===== src/rtl/core/ktaf_pkg.sv =====
// ----------------------------------------------------------------------------
// ktaf_pkg
// Types, constants and helper functions of the two-state Kalman tilt filter.
// ----------------------------------------------------------------------------
package ktaf_pkg;

    localparam int Frac  = 24;
    localparam int AddrW = 4;

    localparam logic [AddrW-1:0] RegQAngle = 4'h0;
    localparam logic [AddrW-1:0] RegQGyro  = 4'h4;
    localparam logic [AddrW-1:0] RegRAngle = 4'h8;
    localparam logic [AddrW-1:0] RegPeriod = 4'hC;

    localparam logic [30:0] QAngleRst = 31'd16777;
    localparam logic [30:0] QGyroRst  = 31'd50332;
    localparam logic [30:0] RAngleRst = 31'd8388608;
    localparam logic [23:0] PeriodRst = 24'd167772;
    localparam logic signed [31:0] OneQ24 = 32'sd16777216;

    typedef struct packed {
        logic signed [31:0] accel_angle_x;
        logic signed [31:0] accel_angle_y;
        logic signed [31:0] gyro_rate_x;
        logic signed [31:0] gyro_rate_y;
    } in_beat_t;

    typedef struct packed {
        logic signed [31:0] angle_x;
        logic signed [31:0] angle_y;
        logic signed [31:0] bias_x;
        logic signed [31:0] bias_y;
    } out_beat_t;

    typedef struct packed {
        logic [30:0] q_angle;
        logic [30:0] q_gyro;
        logic [30:0] r_angle;
        logic [23:0] period;
    } cfg_t;

    // Microcode steps of one axis.
    typedef enum logic [4:0] {
        OP_PRED_ANG,   // angle + rnd((rate-bias)*dt)
        OP_PRED_P00,   // p00 + rnd((-p01-p10)*dt) + q
        OP_PRED_P01,   // t = rnd(p11*dt), p01 -= t, p10 -= t
        OP_PRED_P11,   // p11 += q_gyro, err, E
        OP_DIV0,       // start k0 division
        OP_DIV1,       // start k1 division
        OP_UPD_P00,
        OP_UPD_P01,
        OP_UPD_P10,
        OP_UPD_P11,
        OP_UPD_ANG,
        OP_UPD_BIAS,
        OP_SKIP,       // no correction path
        OP_LOAD,       // load axis state into work regs
        OP_NONE
    } op_t;

    typedef enum logic [2:0] {
        ST_IDLE,
        ST_LOAD,
        ST_STEP,
        ST_DIV,
        ST_STORE,
        ST_OUT
    } state_t;

    typedef struct packed {
        op_t  op;
        logic div_start;
        logic store;
        logic out_load;
        logic in_load;
    } cmd_t;

    typedef struct packed {
        logic div_busy;
        logic e_pos;
    } sts_t;

    function automatic logic signed [31:0] sat32(input logic signed [65:0] v);
        if (v > 66'sd2147483647)
            return 32'sh7fffffff;
        else if (v < -66'sd2147483648)
            return 32'sh80000000;
        else
            return v[31:0];
    endfunction

    // floor((x + 2^23) / 2^24)
    function automatic logic signed [65:0] rnd24(input logic signed [65:0] x);
        logic signed [65:0] y;
        y = x + 66'sd8388608;
        return y >>> Frac;
    endfunction

endpackage


===== src/rtl/core/ktaf_ctrl.sv =====
// ----------------------------------------------------------------------------
// ktaf_ctrl
// Sequencer: predict per axis, then gain division and correction if E > 0.
// ----------------------------------------------------------------------------
module ktaf_ctrl #(
    parameter int NUM_AXES = 2
) (
    input  logic           aclk,
    input  logic           aresetn,
    input  logic           s_valid,
    output logic           s_ready,
    output logic           m_valid,
    input  logic           m_ready,
    input  ktaf_pkg::sts_t sts,
    output ktaf_pkg::cmd_t cmd,
    output logic [(NUM_AXES > 1 ? $clog2(NUM_AXES) : 1)-1:0] axis
);
    import ktaf_pkg::*;

    localparam int AxW = NUM_AXES > 1 ? $clog2(NUM_AXES) : 1;

    state_t         state_reg, state_next;
    op_t            op_reg, op_next;
    logic [AxW-1:0] axis_reg, axis_next;
    logic           mv_reg, mv_next;

    always_ff @(posedge aclk) begin
        if (!aresetn) begin
            state_reg <= ST_IDLE;
            op_reg    <= OP_NONE;
            axis_reg  <= '0;
            mv_reg    <= 1'b0;
        end else begin
            state_reg <= state_next;
            op_reg    <= op_next;
            axis_reg  <= axis_next;
            mv_reg    <= mv_next;
        end
    end

    always_comb begin
        state_next    = state_reg;
        op_next       = op_reg;
        axis_next     = axis_reg;
        mv_next       = mv_reg;
        cmd           = '0;
        cmd.op        = OP_NONE;
        s_ready       = 1'b0;
        if (mv_reg && m_ready)
            mv_next = 1'b0;
        unique case (state_reg)
            ST_IDLE: begin
                s_ready = 1'b1;
                if (s_valid) begin
                    cmd.in_load = 1'b1;
                    axis_next   = '0;
                    state_next  = ST_LOAD;
                end
            end
            ST_LOAD: begin
                cmd.op     = OP_LOAD;
                op_next    = OP_PRED_ANG;
                state_next = ST_STEP;
            end
            ST_STEP: begin
                cmd.op = op_reg;
                unique case (op_reg)
                    OP_PRED_ANG: op_next = OP_PRED_P00;
                    OP_PRED_P00: op_next = OP_PRED_P01;
                    OP_PRED_P01: op_next = OP_PRED_P11;
                    OP_PRED_P11: op_next = OP_DIV0;
                    OP_DIV0: begin
                        if (sts.e_pos) begin
                            cmd.div_start = 1'b1;
                            state_next    = ST_DIV;
                            op_next       = OP_DIV1;
                        end else begin
                            op_next = OP_SKIP;
                        end
                    end
                    OP_DIV1: begin
                        cmd.div_start = 1'b1;
                        state_next    = ST_DIV;
                        op_next       = OP_UPD_P00;
                    end
                    OP_UPD_P00:  op_next = OP_UPD_P01;
                    OP_UPD_P01:  op_next = OP_UPD_P10;
                    OP_UPD_P10:  op_next = OP_UPD_P11;
                    OP_UPD_P11:  op_next = OP_UPD_ANG;
                    OP_UPD_ANG:  op_next = OP_UPD_BIAS;
                    OP_UPD_BIAS: state_next = ST_STORE;
                    OP_SKIP:     state_next = ST_STORE;
                    default:     state_next = ST_STORE;
                endcase
            end
            ST_DIV: begin
                if (!sts.div_busy)
                    state_next = ST_STEP;
            end
            ST_STORE: begin
                cmd.store = 1'b1;
                if (axis_reg == AxW'(NUM_AXES - 1)) begin
                    state_next = ST_OUT;
                end else begin
                    axis_next  = axis_reg + AxW'(1);
                    state_next = ST_LOAD;
                end
            end
            ST_OUT: begin
                if (!mv_reg || m_ready) begin
                    cmd.out_load = 1'b1;
                    mv_next      = 1'b1;
                    state_next   = ST_IDLE;
                end
            end
            default: state_next = ST_IDLE;
        endcase
    end

    assign m_valid = mv_reg;
    assign axis    = axis_reg;

endmodule


===== config.mk =====
export PLATFORM = sky130hd
export DESIGN_NAME = ktaf_ctrl
export DESIGN_NICKNAME = d
export VERILOG_FILES = /design/src/rtl/core/ktaf_pkg.sv /design/src/rtl/core/ktaf_ctrl.sv
export SDC_FILE = /design/constraint.sdc
export NUM_CORES = 1
export LEC_CHECK = 0
export BUFFER_PORTS_ARGS = -buffer_cell sky130_fd_sc_hd__buf_2
export CORE_AREA = 2 2 39 41
export CTS_CLUSTER_DIAMETER = 120
export DETAILED_ROUTE_END_ITERATION = 16
export DIE_AREA = 0 0 41 43
export GPL_TIMING_DRIVEN = 0
export PLACE_DENSITY = 0.74
export SLEW_MARGIN = 20
export SYNTH_ARGS = -nofsm -noshare
export SYNTH_HDL_FRONTEND = slang
export SYNTH_SLANG_ARGS = --single-unit

===== constraint.sdc =====
create_clock -name aclk -period 3.8 [get_ports aclk]
set_clock_uncertainty 0.1 [all_clocks]
set_input_delay 0.38 -clock aclk [delete_from_list [all_inputs] [get_ports aclk]]
set_output_delay 0.38 -clock aclk [all_outputs]
set_load 0.005 [all_outputs]

## Yosys cells after proc, flatten, opt, wreduce, memory -nomap -nowiden

Index checks and enable logic that the tools add are counted.

| storage, ports and cells | value |
|---|---|
| word-level logic and storage cells | 63 |
| register bits after elaboration | 10 |
| input bits | 6 |
| output and inout port bits | 12 |

| operators by class | value |
|---|---|
| reductions and logical operators | 11 |
| equality and inequality tests | 21 |
| add/sub/neg operators | 1 |
| multiplexer cells | 26 |

Operators by type and width:

| operator | count |
|---|---|
| $pmux 5 s11 | 1 |
| $eq 5x3->1 const B | 4 |
| $pmux 5 s2 | 2 |
| $pmux 3 s6 | 1 |
| $eq 5x4->1 const B | 3 |
| $mux 3 | 5 |
| $mux 1 | 13 |
| $ne 12x1->1 const B | 1 |
| $eq 5x2->1 const B | 2 |
| $pmux 3 s3 | 1 |
| $reduce_or 9->1 | 1 |
| $ne 2x2->1 const B | 4 |
| $eq 3x2->1 const B | 2 |
| $eq 3x3->1 const B | 2 |
| $eq 5x1->1 const B | 1 |
| $logic_not 5->1 | 1 |
| $reduce_and 5->1 | 1 |
| $mux 4 | 1 |
| $pmux 1 s2 | 2 |
| $reduce_and 2->1 | 2 |
| $reduce_bool 2->1 | 2 |
| $eq 3x1->1 const B | 1 |
| $logic_not 3->1 | 1 |
| $ne 3x3->1 const B | 1 |
| other kinds (4) | 4 |

## Depth between registers and ports, before layout

| logic depth | value |
|---|---|
| depth after elaboration | 4 |
| gate-level depth with buffers | 5 |
| mapped depth without buffers | 4 |

## Worst setup path before layout

Ideal clock, no wire load.

| path | value |
|---|---|
| path type | reg2out |
| start point | reg state_reg[0] |
| end point | out cmd[3] (netlist bit) |
| required time | 3.320 ns |
| path buffers | 1 |
| stages on the path, launching flop included | 5 |
| slack | 2.221 ns |
| arrival time | 1.099 ns |
| cell sequence | dfxtp_1 -> buf_6 -> or3b_4 -> nor2_4 -> o21a_1 |

RTL lines:

| item | RTL line | source |
|---|---|---|
| start: declaration | ktaf_ctrl.sv:22 | `state_t state_reg, state_next;` |
| start signal: assignment | ktaf_ctrl.sv:34 | `state_reg <= state_next;` |
| end: declaration | ktaf_ctrl.sv:15 | `output ktaf_pkg::cmd_t cmd,` |

==> flow_metrics.py <==
metrics = {
    "status": {
        "outcome": "finished, final reports clean",
    },
    "cells_and_area": {
        "num-fill-cells": 139,
        "number_of_flip_flops_in_the_largest_register": 4,
        "ff_latch_area_um2": 180.2,
        "n_antenna_cell": 0,
        "area_delta_synth_final_pct": 19.77,
        "nNetsFinal": 109,
        "multi_input_comb_area_um2": 400.4,
        "final_layout_size_suffix_gt1_share_pct": 27.45,
        "final-instance-count-excl-fill": 118,
        "design_area_um2": 765.7,
        "final_core_util_pct": 55.33,
    },
    "cts": {
        "cts_hold_bufs": 0,
        "post_cts.repair.setup_buffers": 0,
        "cts-resized-gates": 0,
        "cts_tree": "done",
        "clk_root_buffer_cell": "clkbuf_4",
        "cts-buffers-inserted": 3,
        "clk_latency_ns": 0.27,
        "tritoncts_num_sinks": 9,
        "cts_max_level": 1,
        "clk_pin_slew_worst_paths_ns": 0.06,
        "ctsLongestPathBuffers": 2,
    },
    "die": {
        "floorplan_die_width_um": 41,
        "core_area_mm2": 0.001384,
        "fp.dieH_um": 43,
        "dieArea_mm2": 0.001763,
        "initial_core_utilization_pct": 46.20,
        "pin_count": 18,
        "row_count": 14,
    },
    "setup_path": {
        "setup.worst_path.end_class": "primary output",
        "arrival_time_worst_endpoint_ns": 1.55,
        "critPathMaxFanout": 10,
        "setup.worst_path.start_class": "flop",
        "setup.worst_path.class": "flop to primary output",
        "required_ns": 3.32,
        "max_stage_delay_ns": 0.39,
        "crit_chain": "buf_6 > or3b_4 > nor2_4 > o21a_1 > buf_2",
        "slowest_cp_cell": "or3b_4",
    },
    "synthesis": {
        "synth_area_per_cell_um2": 7.797,
        "yosysWarningCount": 0,
        "syn-cell-area_um2": 639.4,
        "postSynthNetCount": 88,
        "synth_cells": 82,
        "synthDistinctLibCells": 36,
        "synth-seq-cells": 9,
        "ys_seq_area_share_pct": 28.18,
    },
    "detailed_routing": {
        "post_drt_wl_per_cell_um": 12.56,
        "wl_mm": 1.482,
        "vias": 672,
        "iteration_count_of_the_initial_detailed_routing_pass": 5,
        "dr.first_iter.drc_count": 16,
        "drt_drc_violations_left": 0,
        "ant_nets": 0,
        "via_per_inst": 5.695,
    },
    "power": {
        "p_leak_nw": 0.3375,
        "power.clock.fraction_pct": 13.8,
        "power.switching_fraction_pct": 43.86,
        "comb_power_share_pct": 57.2,
        "p_seq_share_pct": 29.0,
        "total_switching_power_mw": 0.2401,
        "max-vdd-ir-drop_v": 0.0002844,
        "total_power_mw": 0.5475,
        "power.density_cell_area_mw_per_mm2": 715.0,
        "p_int_mw": 0.3073,
    },
    "grt": {
        "grt_max_degree": 11,
        "grt_use_total_pct": 19.78,
        "grt_first_pass_wirelength_mm": 2.373,
        "grt_pass1_vias": 562,
        "globalRoute.totalOverflow": 0,
        "grt_antenna_before_repair": 0,
    },
    "sta": {
        "final_max_slew_viol_count": 0,
        "setup_repair_after_global_routing_missed_its_margin": "false",
        "final-setup-viol-count": 0,
        "finalSetupTns_ns": 0,
        "fin_hold_ws_ns": 0.2791,
        "finalWorstPathRequiredPeriod_ns": 2.032,
        "timing.final.hold_violations": 0,
        "layout_worst_path_cycle_share_pct": 53.48,
        "max_freq_mhz": 492.1,
        "slack_of_the_critical_path_ns": 1.768,
    },
    "placed_design": {
        "dp.cells": 114,
        "detailed_place.area_um2": 739.5,
        "place.gp.congestion": 0.8485,
        "pre_cts_slack_ns": 2.067,
        "place_hpwl_mm": 1.099,
        "buffer_ports.inserted": 16,
    },
    "min_path": {
        "min_path_type": "primary input to flop",
    },
    "job": {
        "drv.max_cap_violation_count": 0,
    },
}
area by class of cell:
| class | count | share of cell area, % |
|---|---|---|
| sequential | 9 | 23.53 |
| multi-input combinational | 62 | 52.29 |
| clock buffer | 4 | 3.431 |
| buffer | 7 | 5.719 |
| tap | 16 | 2.614 |
| timing repair buffer | 16 | 10.46 |
| inverter | 4 | 1.961 |
logic make-up after synthesis:
family	share of synthesized area (%)
AO/OA/AOI/OAI	26.03
XOR/XNOR	1.370
buffers and inverters	9.197
flip-flops	28.18
multiplexers	4.697
other	0.5865
AND/OR/NAND/NOR	29.94
power by group through the flow:
stage | registers (mW) | clock network [mW] | logic [mW]
detailed placement | 0.160 | 0 | 0.312
finish | 0.159 | 0.0754 | 0.313
global route | 0.164 | 0.0838 | 0.343
floorplan | 0.152 | 0 | 0.237
CTS | 0.158 | 0.0798 | 0.313
global placement | 0.159 | 0 | 0.305
critical path, delay by kind of cell, from the launching register on:
| family | cells | cell delay, ns |
|---|---|---|
| buf+inv | 2 | 0.27 |
| flops | 1 | 0.36 |
| compound gates | 1 | 0.14 |
| simple gates | 2 | 0.52 |
metal layers:
layer	global-route usage, %	vias to the layer above	share of wire (%)	wire length (µm)
li1	-	329	-	-
met1	26.47	318	48	715
met2	29.38	20	45	673
met3	3.141	5	4.0	59
met4	10.00	0	2.3	34
met5	0	-	0	0
placed cells by master (no fill, tap or decap), drive strengths merged:
| cell | netlist | final |
|---|---|---|
| a21boi | 1 | 1 |
| a21o | 1 | 1 |
| a21oi | 5 | 5 |
| a22o | 1 | 1 |
| a22oi | 1 | 1 |
| and2 | 2 | 2 |
| and4b | 1 | 1 |
| buf | 5 | 21 |
| clkbuf | 2 | 6 |
| conb | 1 | 1 |
| dfxtp | 9 | 9 |
| inv | 4 | 4 |
| mux2i | 3 | 3 |
| nand2 | 10 | 10 |
| nand2b | 1 | 1 |
| nand3 | 2 | 2 |
| nand4b | 1 | 1 |
| nor2 | 5 | 5 |
| nor2b | 4 | 4 |
| nor3 | 2 | 2 |
| nor3b | 1 | 1 |
| nor4 | 1 | 1 |
| o211a | 1 | 1 |
| o211ai | 1 | 1 |
| o21a | 2 | 2 |
| o21ai | 7 | 7 |
| o221ai | 3 | 3 |
| o311ai | 1 | 1 |
| or3 | 1 | 1 |
| or3b | 2 | 2 |
| xnor2 | 1 | 1 |
worst paths after layout:
| kind | start | end | slack, ns | cells after the start |
|---|---|---|---|---|
| max | state_reg[0]$_SDFFE_PN0P_ | cmd[3] | 1.77 | 5 |
| min | aresetn | op_reg[0]$_SDFFE_PN0P_ | 0.28 | 3 |
| max reg2reg | state_reg[0]$_SDFFE_PN0P_ | op_reg[3]$_SDFFE_PN1P_ | 2.23 | 5 |
| min reg2reg | m_valid$_SDFF_PN0_ | m_valid$_SDFF_PN0_ | 0.41 | 2 |
synthesized netlist by cell type:
master / number / area share [%]
nor4_1: 1 / 0.98
o21ai_1: 5 / 3.9
o211a_1: 1 / 1.6
or3b_1: 1 / 1.4
o211ai_1: 1 / 1.2
nand4b_1: 1 / 1.4
or3_1: 1 / 0.98
o311ai_2: 1 / 2.5
dfxtp_1: 9 / 28
nor3_1: 2 / 1.6
o21a_1: 2 / 2.3
buf_6: 1 / 1.8
nor3b_2: 1 / 2.0
buf_4: 2 / 2.3
a21oi_1: 5 / 3.9
xnor2_1: 1 / 1.4
o221ai_1: 3 / 4.1
nand2_1: 10 / 5.9
buf_2: 2 / 1.6
a22oi_1: 1 / 1.2
nor2b_1: 4 / 3.9
conb_1: 1 / 0.59
a21o_1: 1 / 1.2
mux2i_1: 3 / 4.7
clkbuf_1: 2 / 1.2
a21boi_1: 1 / 1.2
nor2_4: 1 / 1.8
nand3_1: 2 / 1.6
inv_1: 4 / 2.3
and2_1: 2 / 2.0
or3b_4: 1 / 1.8
and4b_1: 1 / 1.6
nand2b_1: 1 / 0.98
o21ai_0: 2 / 1.6
a22o_1: 1 / 1.4
nor2_1: 4 / 2.3
No activity file was read; power rests on OpenSTA's default activity.
